===== src/design/cluster_size_rank_mapper_macros.svh =====
// Assertion macros shared by the cluster size rank mapper.
// Included by the top level; needs no package.
`ifndef CLUSTER_SIZE_RANK_MAPPER_MACROS_SVH
`define CLUSTER_SIZE_RANK_MAPPER_MACROS_SVH

// The consequent holds in the same cycle as the antecedent.
`define CSRM_ASSERT_SAME(label, clk, rst_n, ante, cons) \
    label: assert property (@(posedge clk) disable iff (!rst_n) (ante) |-> (cons)) \
        else $error("cluster size rank mapper check failed");

// The consequent holds in the cycle after the antecedent.
`define CSRM_ASSERT_NEXT(label, clk, rst_n, ante, cons) \
    label: assert property (@(posedge clk) disable iff (!rst_n) (ante) |=> (cons)) \
        else $error("cluster size rank mapper check failed");

`endif


===== src/design/csrm_pkg.sv =====
// Shared types and constants of the cluster size rank mapper.
// Used by the controller, the datapath and the top level.
package csrm_pkg;

    localparam int DEF_MAX_CLUSTERS = 1024;
    localparam int DEF_COUNT_BITS   = 16;

    localparam int ACT_W  = 2;
    localparam int ID_W   = 10;
    localparam int SIZE_W = 16;

    localparam logic [ACT_W-1:0] ACT_COUNT = 2'd0;
    localparam logic [ACT_W-1:0] ACT_QUERY = 2'd1;
    localparam logic [ACT_W-1:0] ACT_CLEAR = 2'd2;

    typedef enum logic [2:0] {
        S_CLEAR,
        S_IDLE,
        S_DECODE,
        S_CNT_WR,
        S_Q_SIZE,
        S_Q_SCAN,
        S_OUT
    } t_state;

    typedef struct packed {
        logic latch_in;
        logic clr_start;
        logic clr_step;
        logic cnt_wr;
        logic q_init;
        logic q_size;
        logic scan;
        logic out_load;
    } t_dp_cmd;

    typedef struct packed {
        logic [ACT_W-1:0] act;
        logic             id_in_store;
        logic             id_in_range;
        logic             clr_last;
        logic             scan_done;
        logic             out_free;
    } t_dp_sts;

endpackage


===== src/design/csrm_ctrl.sv =====
// Controller state machine of the cluster size rank mapper.
// Uses csrm_pkg; drives the datapath through t_dp_cmd and reads t_dp_sts.
module csrm_ctrl (
    input  logic              i_clk,
    input  logic              i_rst_n,
    input  logic              i_valid,
    output logic              o_stall,
    input  csrm_pkg::t_dp_sts i_sts,
    output csrm_pkg::t_dp_cmd o_cmd
);
    import csrm_pkg::*;

    t_state r_state;
    t_state n_state;

    always_ff @(posedge i_clk) begin
        if (!i_rst_n) begin
            r_state <= S_CLEAR;
        end else begin
            r_state <= n_state;
        end
    end

    always_comb begin
        n_state = r_state;
        unique case (r_state)
            S_CLEAR: begin
                if (i_sts.clr_last) n_state = S_IDLE;
            end
            S_IDLE: begin
                if (i_valid) n_state = S_DECODE;
            end
            S_DECODE: begin
                unique case (i_sts.act)
                    ACT_COUNT: n_state = i_sts.id_in_store ? S_CNT_WR : S_IDLE;
                    ACT_QUERY: n_state = i_sts.id_in_range ? S_Q_SIZE : S_OUT;
                    ACT_CLEAR: n_state = S_CLEAR;
                    default:   n_state = S_IDLE;
                endcase
            end
            S_CNT_WR: n_state = S_IDLE;
            S_Q_SIZE: n_state = S_Q_SCAN;
            S_Q_SCAN: begin
                if (i_sts.scan_done) n_state = S_OUT;
            end
            S_OUT: begin
                if (i_sts.out_free) n_state = S_IDLE;
            end
            default: n_state = S_IDLE;
        endcase
    end

    always_comb begin
        o_cmd   = '0;
        o_stall = 1'b1;
        unique case (r_state)
            S_CLEAR: o_cmd.clr_step = 1'b1;
            S_IDLE: begin
                o_stall        = 1'b0;
                o_cmd.latch_in = i_valid;
            end
            S_DECODE: begin
                o_cmd.clr_start = (i_sts.act == ACT_CLEAR);
                o_cmd.q_init    = (i_sts.act == ACT_QUERY);
            end
            S_CNT_WR: o_cmd.cnt_wr = 1'b1;
            S_Q_SIZE: o_cmd.q_size = 1'b1;
            S_Q_SCAN: o_cmd.scan = 1'b1;
            S_OUT:    o_cmd.out_load = i_sts.out_free;
            default:  o_cmd = '0;
        endcase
    end

endmodule


===== config.mk =====
export PLATFORM = sky130hd
export DESIGN_NAME = csrm_ctrl
export DESIGN_NICKNAME = d
export VERILOG_FILES = /design/src/design/cluster_size_rank_mapper_macros.svh /design/src/design/csrm_pkg.sv /design/src/design/csrm_ctrl.sv
export SDC_FILE = /design/constraint.sdc
export NUM_CORES = 1
export LEC_CHECK = 0
export ABC_AREA = 1
export ABC_CLOCK_PERIOD_IN_PS = 1000
export BUFFER_PORTS_ARGS = -buffer_cell sky130_fd_sc_hd__buf_4
export CORE_AREA = 2 2 39 41
export DETAILED_ROUTE_END_ITERATION = 8
export DIE_AREA = 0 0 41 43
export HOLD_SLACK_MARGIN = 0.02
export PLACE_DENSITY_LB_ADDON = 0.2
export SKIP_CTS_REPAIR_TIMING = 1
export SYNTH_ARGS = -nofsm -noshare
export SYNTH_HDL_FRONTEND = slang
export SYNTH_SLANG_ARGS = --single-unit

===== constraint.sdc =====
create_clock -name i_clk -period 1 [get_ports i_clk]
set_input_delay 0.15 -clock i_clk [delete_from_list [all_inputs] [get_ports i_clk]]
set_output_delay 0.15 -clock i_clk [all_outputs]
set_load 0.005 [all_outputs]

==> insert_results.sql, run 1 <==
INSERT INTO impl_metrics (metric_group, metric, value, unit) VALUES
('worst_setup_path', 'crit_path_end_kind', 'output pin', ''),
('place', 'detailed_place_hpwl', '836', 'microns'),
('floorplanning', 'floorplan.die.width', '41', 'microns'),
('global_routing', 'use_met3', '4.71', '%'),
('timing', 'rsz_0062_raised_after_global_routing', 'yes', ''),
('timing', 'final-setup-viol-count', '12', ''),
('worst_setup_path', 'critPathBufInv', '3', ''),
('cells_and_area', 'layout.core_utilization', '52.6', '%'),
('route', 'drt-total-wl', '1.07', 'mm'),
('global_routing', 'initial_antenna_violation_count', '0', ''),
('floorplanning', 'die_footprint', '1760', 'sq um'),
('logic_synthesis', 'biggest_area_consumer_among_synthesized_cells', 'sky130_fd_sc_hd__nor2_1', ''),
('timing', 'worst_pin_slew', '0.163', 'ns'),
('logic_synthesis', 'yosys.cell_types.count', '14', ''),
('global_routing', 'aggregate_global_route_resource_usage', '14.8', '%'),
('floorplanning', 'initial_core_util', '28.7', '%'),
('clock_tree', 'number_of_buffers_between_clock_root_and_the_deepest_sink', '2', ''),
('cells_and_area', 'final_layout_size_suffix_gt1_share', '46.7', '%'),
('cells_and_area', 'fill_cells', '150', ''),
('clock_tree', 'worstSkewPairLatency', '0.24', 'ns'),
('timing', 'fin_setup_tns', '-2.14', 'ns'),
('floorplanning', 'core_footprint', '1380', 'sq um'),
('logic_synthesis', 'synth.net_count', '87', ''),
('timing', 'drv_slew', '0', ''),
('clock_tree', 'cts_max_level', '1', ''),
('clock_tree', 'clock_root_buffer_master', 'sky130_fd_sc_hd__clkbuf_4', ''),
('worst_setup_path', 'critical_path_start_end_classification', 'flop to output pin', ''),
('route', 'drtIter0Drc', '2', ''),
('cells_and_area', 'largest_register_ffs', '3', ''),
('global_routing', 'met2_usage', '20.6', '%'),
('worst_setup_path', 'cell_type_of_the_slowest_stage_on_the_worst_timing_path', 'sky130_fd_sc_hd__dfxtp_4', ''),
('worst_setup_path', 'worst_path_most_repeated_cell', 'sky130_fd_sc_hd__buf_4', ''),
('logic_synthesis', 'syn_area_per_cell', '5.43', 'sq um'),
('global_routing', 'grt_use_met1', '18.6', '%'),
('route', 'antenna_violating_nets_post_route', '0', ''),
('worst_setup_path', 'cp.arrival', '1.11', 'ns'),
('run_status', 'failing_checks', 'negative setup slack', ''),
('timing', 'min_setup_slack_post_route', '-0.262', 'ns'),
('global_routing', 'global_route_wire_length_before_repair', '1.75', 'mm'),
('worst_setup_path', 'startpoint_type_of_the_worst_setup_path', 'flop', ''),
('cells_and_area', 'register_bank_with_the_most_flops', 'r_state', ''),
('min_path', 'timing.hold.worst.class', 'input port to flop', ''),
('route', 'remaining_drc_errors', '0', ''),
('logic_synthesis', 'yosys_register_bits', '3', ''),
('clock_tree', 'tritoncts.num_buffers', '3', ''),
('power_and_ir_drop', 'vdd_ir_drop_max', '1.53', 'mV'),
('worst_setup_path', 'timing.critical_path.max_delay_family', 'flip-flops', ''),
('logic_synthesis', 'synth-warning-count', '0', ''),
('global_routing', 'globalRoute.busiestLayer', 'met2', ''),
('global_routing', 'number_of_global_route_vias_before_repair', '417', ''),
('global_routing', 'final_global_route_overflow_total', '0', ''),
('floorplanning', 'die_h', '43', 'microns'),
('timing', 'fin_crit_sh', '126', '%'),
('timing', 'final-hold-violation-count', '0', ''),
('power_and_ir_drop', 'powerDensity', '2880', 'nW/um^2'),
('cells_and_area', 'highest_count_cells_in_the_layout_ignoring_fill_and_taps', 'sky130_fd_sc_hd__buf_4, sky130_fd_sc_hd__nor2_1, sky130_fd_sc_hd__inv_1', ''),
('logic_synthesis', 'ys_seq_area_share', '15.1', '%'),
('worst_setup_path', 'worst-path-max-fanout', '8', ''),
('flow_run', 'maxCapViolations', '0', ''),
('cells_and_area', 'nets', '120', ''),
('run_status', 'status', 'complete, but fails checks', ''),
('cells_and_area', 'antenna_cells', '0', ''),
('power_and_ir_drop', 'static-leakage-power', '0.407', 'nW'),
('worst_setup_path', 'required', '0.85', 'ns'),
('timing', 'maxSlewHeadroom', '89.1', '%'),
('cells_and_area', 'layout_commonest_cell', 'sky130_fd_sc_hd__buf_4', ''),
('logic_synthesis', 'top_area_cells_in_the_synthesized_netlist', 'sky130_fd_sc_hd__nor2_1, sky130_fd_sc_hd__dfxtp_1, sky130_fd_sc_hd__ha_1, sky130_fd_sc_hd__inv_1, sky130_fd_sc_hd__nand2_1', ''),
('timing', 'finClkSkew', '0.00517', 'ns'),
('worst_setup_path', 'cp_slowest_stage_delay', '0.37', 'ns'),
('route', 'drt_first_pass_iters', '4', ''),
('logic_synthesis', 'mappedNetlistArea', '397', 'sq um');
==> metal layers <==
layer / routed length (microns) / vias to the layer above / part of all wire [%]
li1: - / 286 / -
met2: 547 / 13 / 51
met4: 12 / 0 / 1.1
met3: 57 / 2 / 5.3
met1: 453 / 226 / 42
met5: 0 / - / 0
==> worst reg2reg max path, delay by kind of cell (launching register included) <==
family | cells | cell delay, ns
buffers and inverters | 1 | 0.15
flip-flops | 1 | 0.35
AND/OR/NAND/NOR | 7 | 0.54
==> cells by family (layout without fill, tap and decap cells) <==
family,Yosys count,after routing,share of synthesized area (%)
AND/OR/NAND/NOR,47,47,50.8
buffers and inverters,17,49,18.9
adder cells (fa/ha/maj),4,4,12.6
flip-flops,3,3,15.1
AO/OA/AOI/OAI,2,2,2.52
==> layout make-up <==
type / count / area (sq um) / area share [%]
flip-flops and latches: 3 / 71.3 / 9.79
multi-input cells: 53 / 310 / 42.6
repair buffers: 30 / 236 / 32.5
clock buffers: 4 / 26.3 / 3.61
inverters: 15 / 63.8 / 8.76
well taps: 16 / 20.0 / 2.75
==> synthesized netlist by cell type <==
library cell / n
sky130_fd_sc_hd__inv_2: 3
sky130_fd_sc_hd__inv_1: 12
sky130_fd_sc_hd__dfxtp_1: 3
sky130_fd_sc_hd__nand3b_1: 1
sky130_fd_sc_hd__nor2_4: 1
sky130_fd_sc_hd__nor2_1: 24
sky130_fd_sc_hd__nand3_1: 6
sky130_fd_sc_hd__nand4_1: 1
sky130_fd_sc_hd__ha_1: 4
sky130_fd_sc_hd__nor3_1: 3
sky130_fd_sc_hd__nand2_1: 11
sky130_fd_sc_hd__a21oi_1: 2
sky130_fd_sc_hd__buf_4: 1
sky130_fd_sc_hd__buf_6: 1
==> path summary, 6_finish.rpt <==
| kind | start | to | slack (ns) | cells past startpoint |
|---|---|---|---|---|
| worst max-delay path | r_state[2] | o_cmd[7] | -0.26 | 5 |
| worst min-delay path | i_rst_n | r_state[0] | 0.15 | 3 |
| worst max register to register | r_state[1] | r_state[1] | -0.11 | 8 |
| worst min register to register | r_state[1] | r_state[1] | 0.57 | 2 |
==> power by group <==
group          switching (mW)  internal [mW]
logic                   0.688          0.788
clock network          0.0681          0.150
registers               0.178          0.225
total                   0.934           1.16
==> per-stage QoR <==
stage               setup slack [ns]  hold slack (ns)  std cells  instance area, sq um
finish                        -0.262            0.152        121                   728
detailed placement            -0.263            0.396        114                   639
global placement              -0.282            0.393        114                   639
CTS                           -0.408            0.140        118                   666
floorplan                  -0.000403            0.261         73                   439
global route                  -0.318            0.151        121                   728
Power figures use the tool's default switching activity.
==> inputs of run 2 (changes only) <==
--- a/config.mk
+++ b/config.mk
@@ -8,4 +8,4 @@
 export ABC_AREA = 1
-export ABC_CLOCK_PERIOD_IN_PS = 1000
 export BUFFER_PORTS_ARGS = -buffer_cell sky130_fd_sc_hd__buf_4
+export CAP_MARGIN = 20
 export CORE_AREA = 2 2 39 41
==> constraint.sdc (replaced) <==
create_clock -name i_clk -period 1 [get_ports i_clk]
set_input_delay 0.2 -clock i_clk [delete_from_list [all_inputs] [get_ports i_clk]]
set_output_delay 0.2 -clock i_clk [all_outputs]
set_load 0.005 [all_outputs]
==> run 2 against run 1 <==
Compared with the run above: largest power group unchanged; highest routed layer is now met3; wire length rose by 6.5%; die area did not move; register-to-register slack got worse by 0.04 ns; hold slack improved by 0.048 ns; the flow still finishes with violations (negative setup slack); total power fell by 4.4%; critical path type unchanged.
==> insert_results.sql, run 2 (synthesized netlist as in run 1, its figures left out) <==
INSERT INTO impl_metrics (metric_group, metric, value, unit) VALUES
('run_status', 'status', 'complete, but fails checks', ''),
('run_status', 'failing_checks', 'negative setup slack', ''),
('route', 'drt-total-wl', '1.14', 'mm'),
('cells_and_area', 'multi_input_area', '325', 'sq um'),
('route', 'remaining_drc_errors', '0', ''),
('worst_setup_path', 'startpoint_type_of_the_worst_setup_path', 'flop', ''),
('timing', 'rsz_0062_raised_after_global_routing', 'yes', ''),
('global_routing', 'final_global_route_overflow_total', '0', ''),
('route', 'antenna_violating_nets_post_route', '0', ''),
('clock_tree', 'clock_root_buffer_master', 'sky130_fd_sc_hd__clkbuf_4', ''),
('global_routing', 'initial_antenna_violation_count', '0', ''),
('cells_and_area', 'fin_cells', '117', ''),
('route', 'drtIter0Drc', '8', ''),
('timing', 'fin_crit_sh', '131', '%'),
('cells_and_area', 'relative_area_change_from_synthesis_to_final_layout', '80.8', '%'),
('cells_and_area', 'final_cell_area', '717', 'sq um'),
('worst_setup_path', 'path_cells', 'inv_6 -> buf_4 -> nand3_2 -> buf_4 -> buf_4', ''),
('floorplanning', 'die_h', '43', 'microns'),
('worst_setup_path', 'worst_path_most_repeated_cell', 'sky130_fd_sc_hd__buf_4', ''),
('floorplanning', 'initial_core_util', '28.7', '%'),
('power_and_ir_drop', 'static-leakage-power', '0.389', 'nW'),
('clock_tree', 'worstSkewPairLatency', '0.24', 'ns'),
('cells_and_area', 'largest_register_ffs', '3', ''),
('clock_tree', 'worst_path_clk_slew', '0.04', 'ns'),
('cells_and_area', 'nets', '116', ''),
('timing', 'worst_pin_slew', '0.175', 'ns'),
('clock_tree', 'number_of_buffers_between_clock_root_and_the_deepest_sink', '2', ''),
('timing', 'final-setup-viol-count', '12', ''),
('timing', 'fin_crit', '1.31', 'ns'),
('cells_and_area', 'area.sequential', '71.3', 'sq um'),
('timing', 'clock.fmax', '765', 'MHz'),
('timing', 'fin_setup_tns', '-2.63', 'ns'),
('cells_and_area', 'fill_cells', '155', ''),
('worst_setup_path', 'cp_slowest_stage_delay', '0.36', 'ns'),
('place', 'port-buffer-count', '18', ''),
('min_path', 'timing.hold.worst.class', 'input port to flop', ''),
('floorplanning', 'die_footprint', '1760', 'sq um'),
('floorplanning', 'ios', '19', ''),
('cells_and_area', 'top_regs', 'r_state (3)', ''),
('power_and_ir_drop', 'powerDensity', '2800', 'nW/um^2'),
('global_routing', 'maximum_number_of_pins_on_one_net_before_global_route_repair', '10', ''),
('place', 'detailed_place_hpwl', '862', 'microns'),
('cells_and_area', 'final_layout_size_suffix_gt1_share', '46.5', '%'),
('route', 'drt_first_pass_iters', '4', ''),
('cells_and_area', 'register_bank_with_the_most_flops', 'r_state', ''),
('timing', 'min_setup_slack_post_route', '-0.308', 'ns'),
('global_routing', 'number_of_global_route_vias_before_repair', '427', ''),
('global_routing', 'global_route_wire_length_before_repair', '1.73', 'mm'),
('worst_setup_path', 'required', '0.80', 'ns'),
('clock_tree', 'tritoncts_num_sinks', '3', ''),
('floorplanning', 'placementRows', '14', ''),
('place', 'placed_cells', '110', ''),
('timing', 'finClkSkew', '0.0000993', 'ns'),
('worst_setup_path', 'crit_path_end_kind', 'output pin', ''),
('clock_tree', 'cts_tree', 'built', ''),
('worst_setup_path', 'worst-path-max-fanout', '5', ''),
('cells_and_area', 'highest_count_cells_in_the_layout_ignoring_fill_and_taps', 'sky130_fd_sc_hd__buf_4, sky130_fd_sc_hd__nor2_1, sky130_fd_sc_hd__inv_1', ''),
('timing', 'final-hold-violation-count', '0', ''),
('power_and_ir_drop', 'vdd_ir_drop_max', '1.63', 'mV'),
('cells_and_area', 'layout_commonest_cell', 'sky130_fd_sc_hd__buf_4', ''),
('place', 'gp_congestion', '0.843', ''),
('worst_setup_path', 'cp.arrival', '1.11', 'ns'),
('worst_setup_path', 'cell_type_of_the_slowest_stage_on_the_worst_timing_path', 'sky130_fd_sc_hd__dfxtp_4', ''),
('flow_run', 'maxCapViolations', '0', ''),
('route', 'route.vias.total', '516', ''),
('timing', 'maxSlewHeadroom', '88.2', '%'),
('global_routing', 'aggregate_global_route_resource_usage', '14.6', '%'),
('cells_and_area', 'antenna_cells', '0', ''),
('floorplanning', 'floorplan.die.width', '41', 'microns'),
('worst_setup_path', 'rr_worst_depth', '9', ''),
('floorplanning', 'core_footprint', '1380', 'sq um'),
('place', 'dpl_cell_area', '621', 'sq um'),
('power_and_ir_drop', 'post-layout-total-power', '2.00', 'mW'),
('timing', 'drv_slew', '0', ''),
('clock_tree', 'cts_max_level', '1', ''),
('worst_setup_path', 'critical_path_start_end_classification', 'flop to output pin', ''),
('route', 'avgRoutedWirePerCell', '9.75', 'microns'),
('route', 'via_per_inst', '4.41', ''),
('min_path', 'worstHoldPathCells', '3', ''),
('clock_tree', 'tritoncts.num_buffers', '3', '');
[run 2: cell types whose count changed in the layout (fill, tap and decap cells not counted), sizes merged]
cell / change
buf: -4
[run 2: metrics by stage]
step | hold slack (ns) | utilization (%) | setup WS, ns
floorplan | 0.311 | - | -0.000142
global placement | 0.441 | 44.8 | -0.256
detailed placement | 0.450 | 44.8 | -0.269
CTS | 0.197 | 46.7 | -0.413
global route | 0.202 | 51.8 | -0.396
finish | 0.200 | 51.8 | -0.308
[run 2: power by group]
group / internal, mW / total [mW] / leakage, nW / switching [mW]
Clock: 0.150 / 0.224 / 0.0150 / 0.0737
Combinational: 0.683 / 1.37 / 0.347 / 0.687
Sequential: 0.225 / 0.411 / 0.0267 / 0.186
[run 2: layout make-up]
class                           count  share of cell area, %
Clock buffer                        4                   3.66
Inverter                           15                   9.25
Multi-Input combinational cell     53                   45.4
Sequential cell                     3                   9.95
Tap cell                           16                   2.79
Timing Repair Buffer               26                   29.0
[run 2: metal layers]
metal	GRT usage, %	wire [microns]
met2	20.9	573
met5	0	0
met1	18.6	488
met3	9.42	79
met4	2.00	0
[run 2: critical path, delay by kind of cell, from the launching register on]
kind          cells  cell delay, ns
buf+inv           4            0.44
flops             1            0.36
simple gates      1            0.07
[run 2: worst paths after layout]
kind,slack [ns],end,from
hold reg to reg,0.67,r_state[1],r_state[1]
setup / recovery,-0.31,o_stall,r_state[1]
setup reg to reg,-0.15,r_state[0],r_state[1]
hold / removal,0.20,r_state[1],i_rst_n
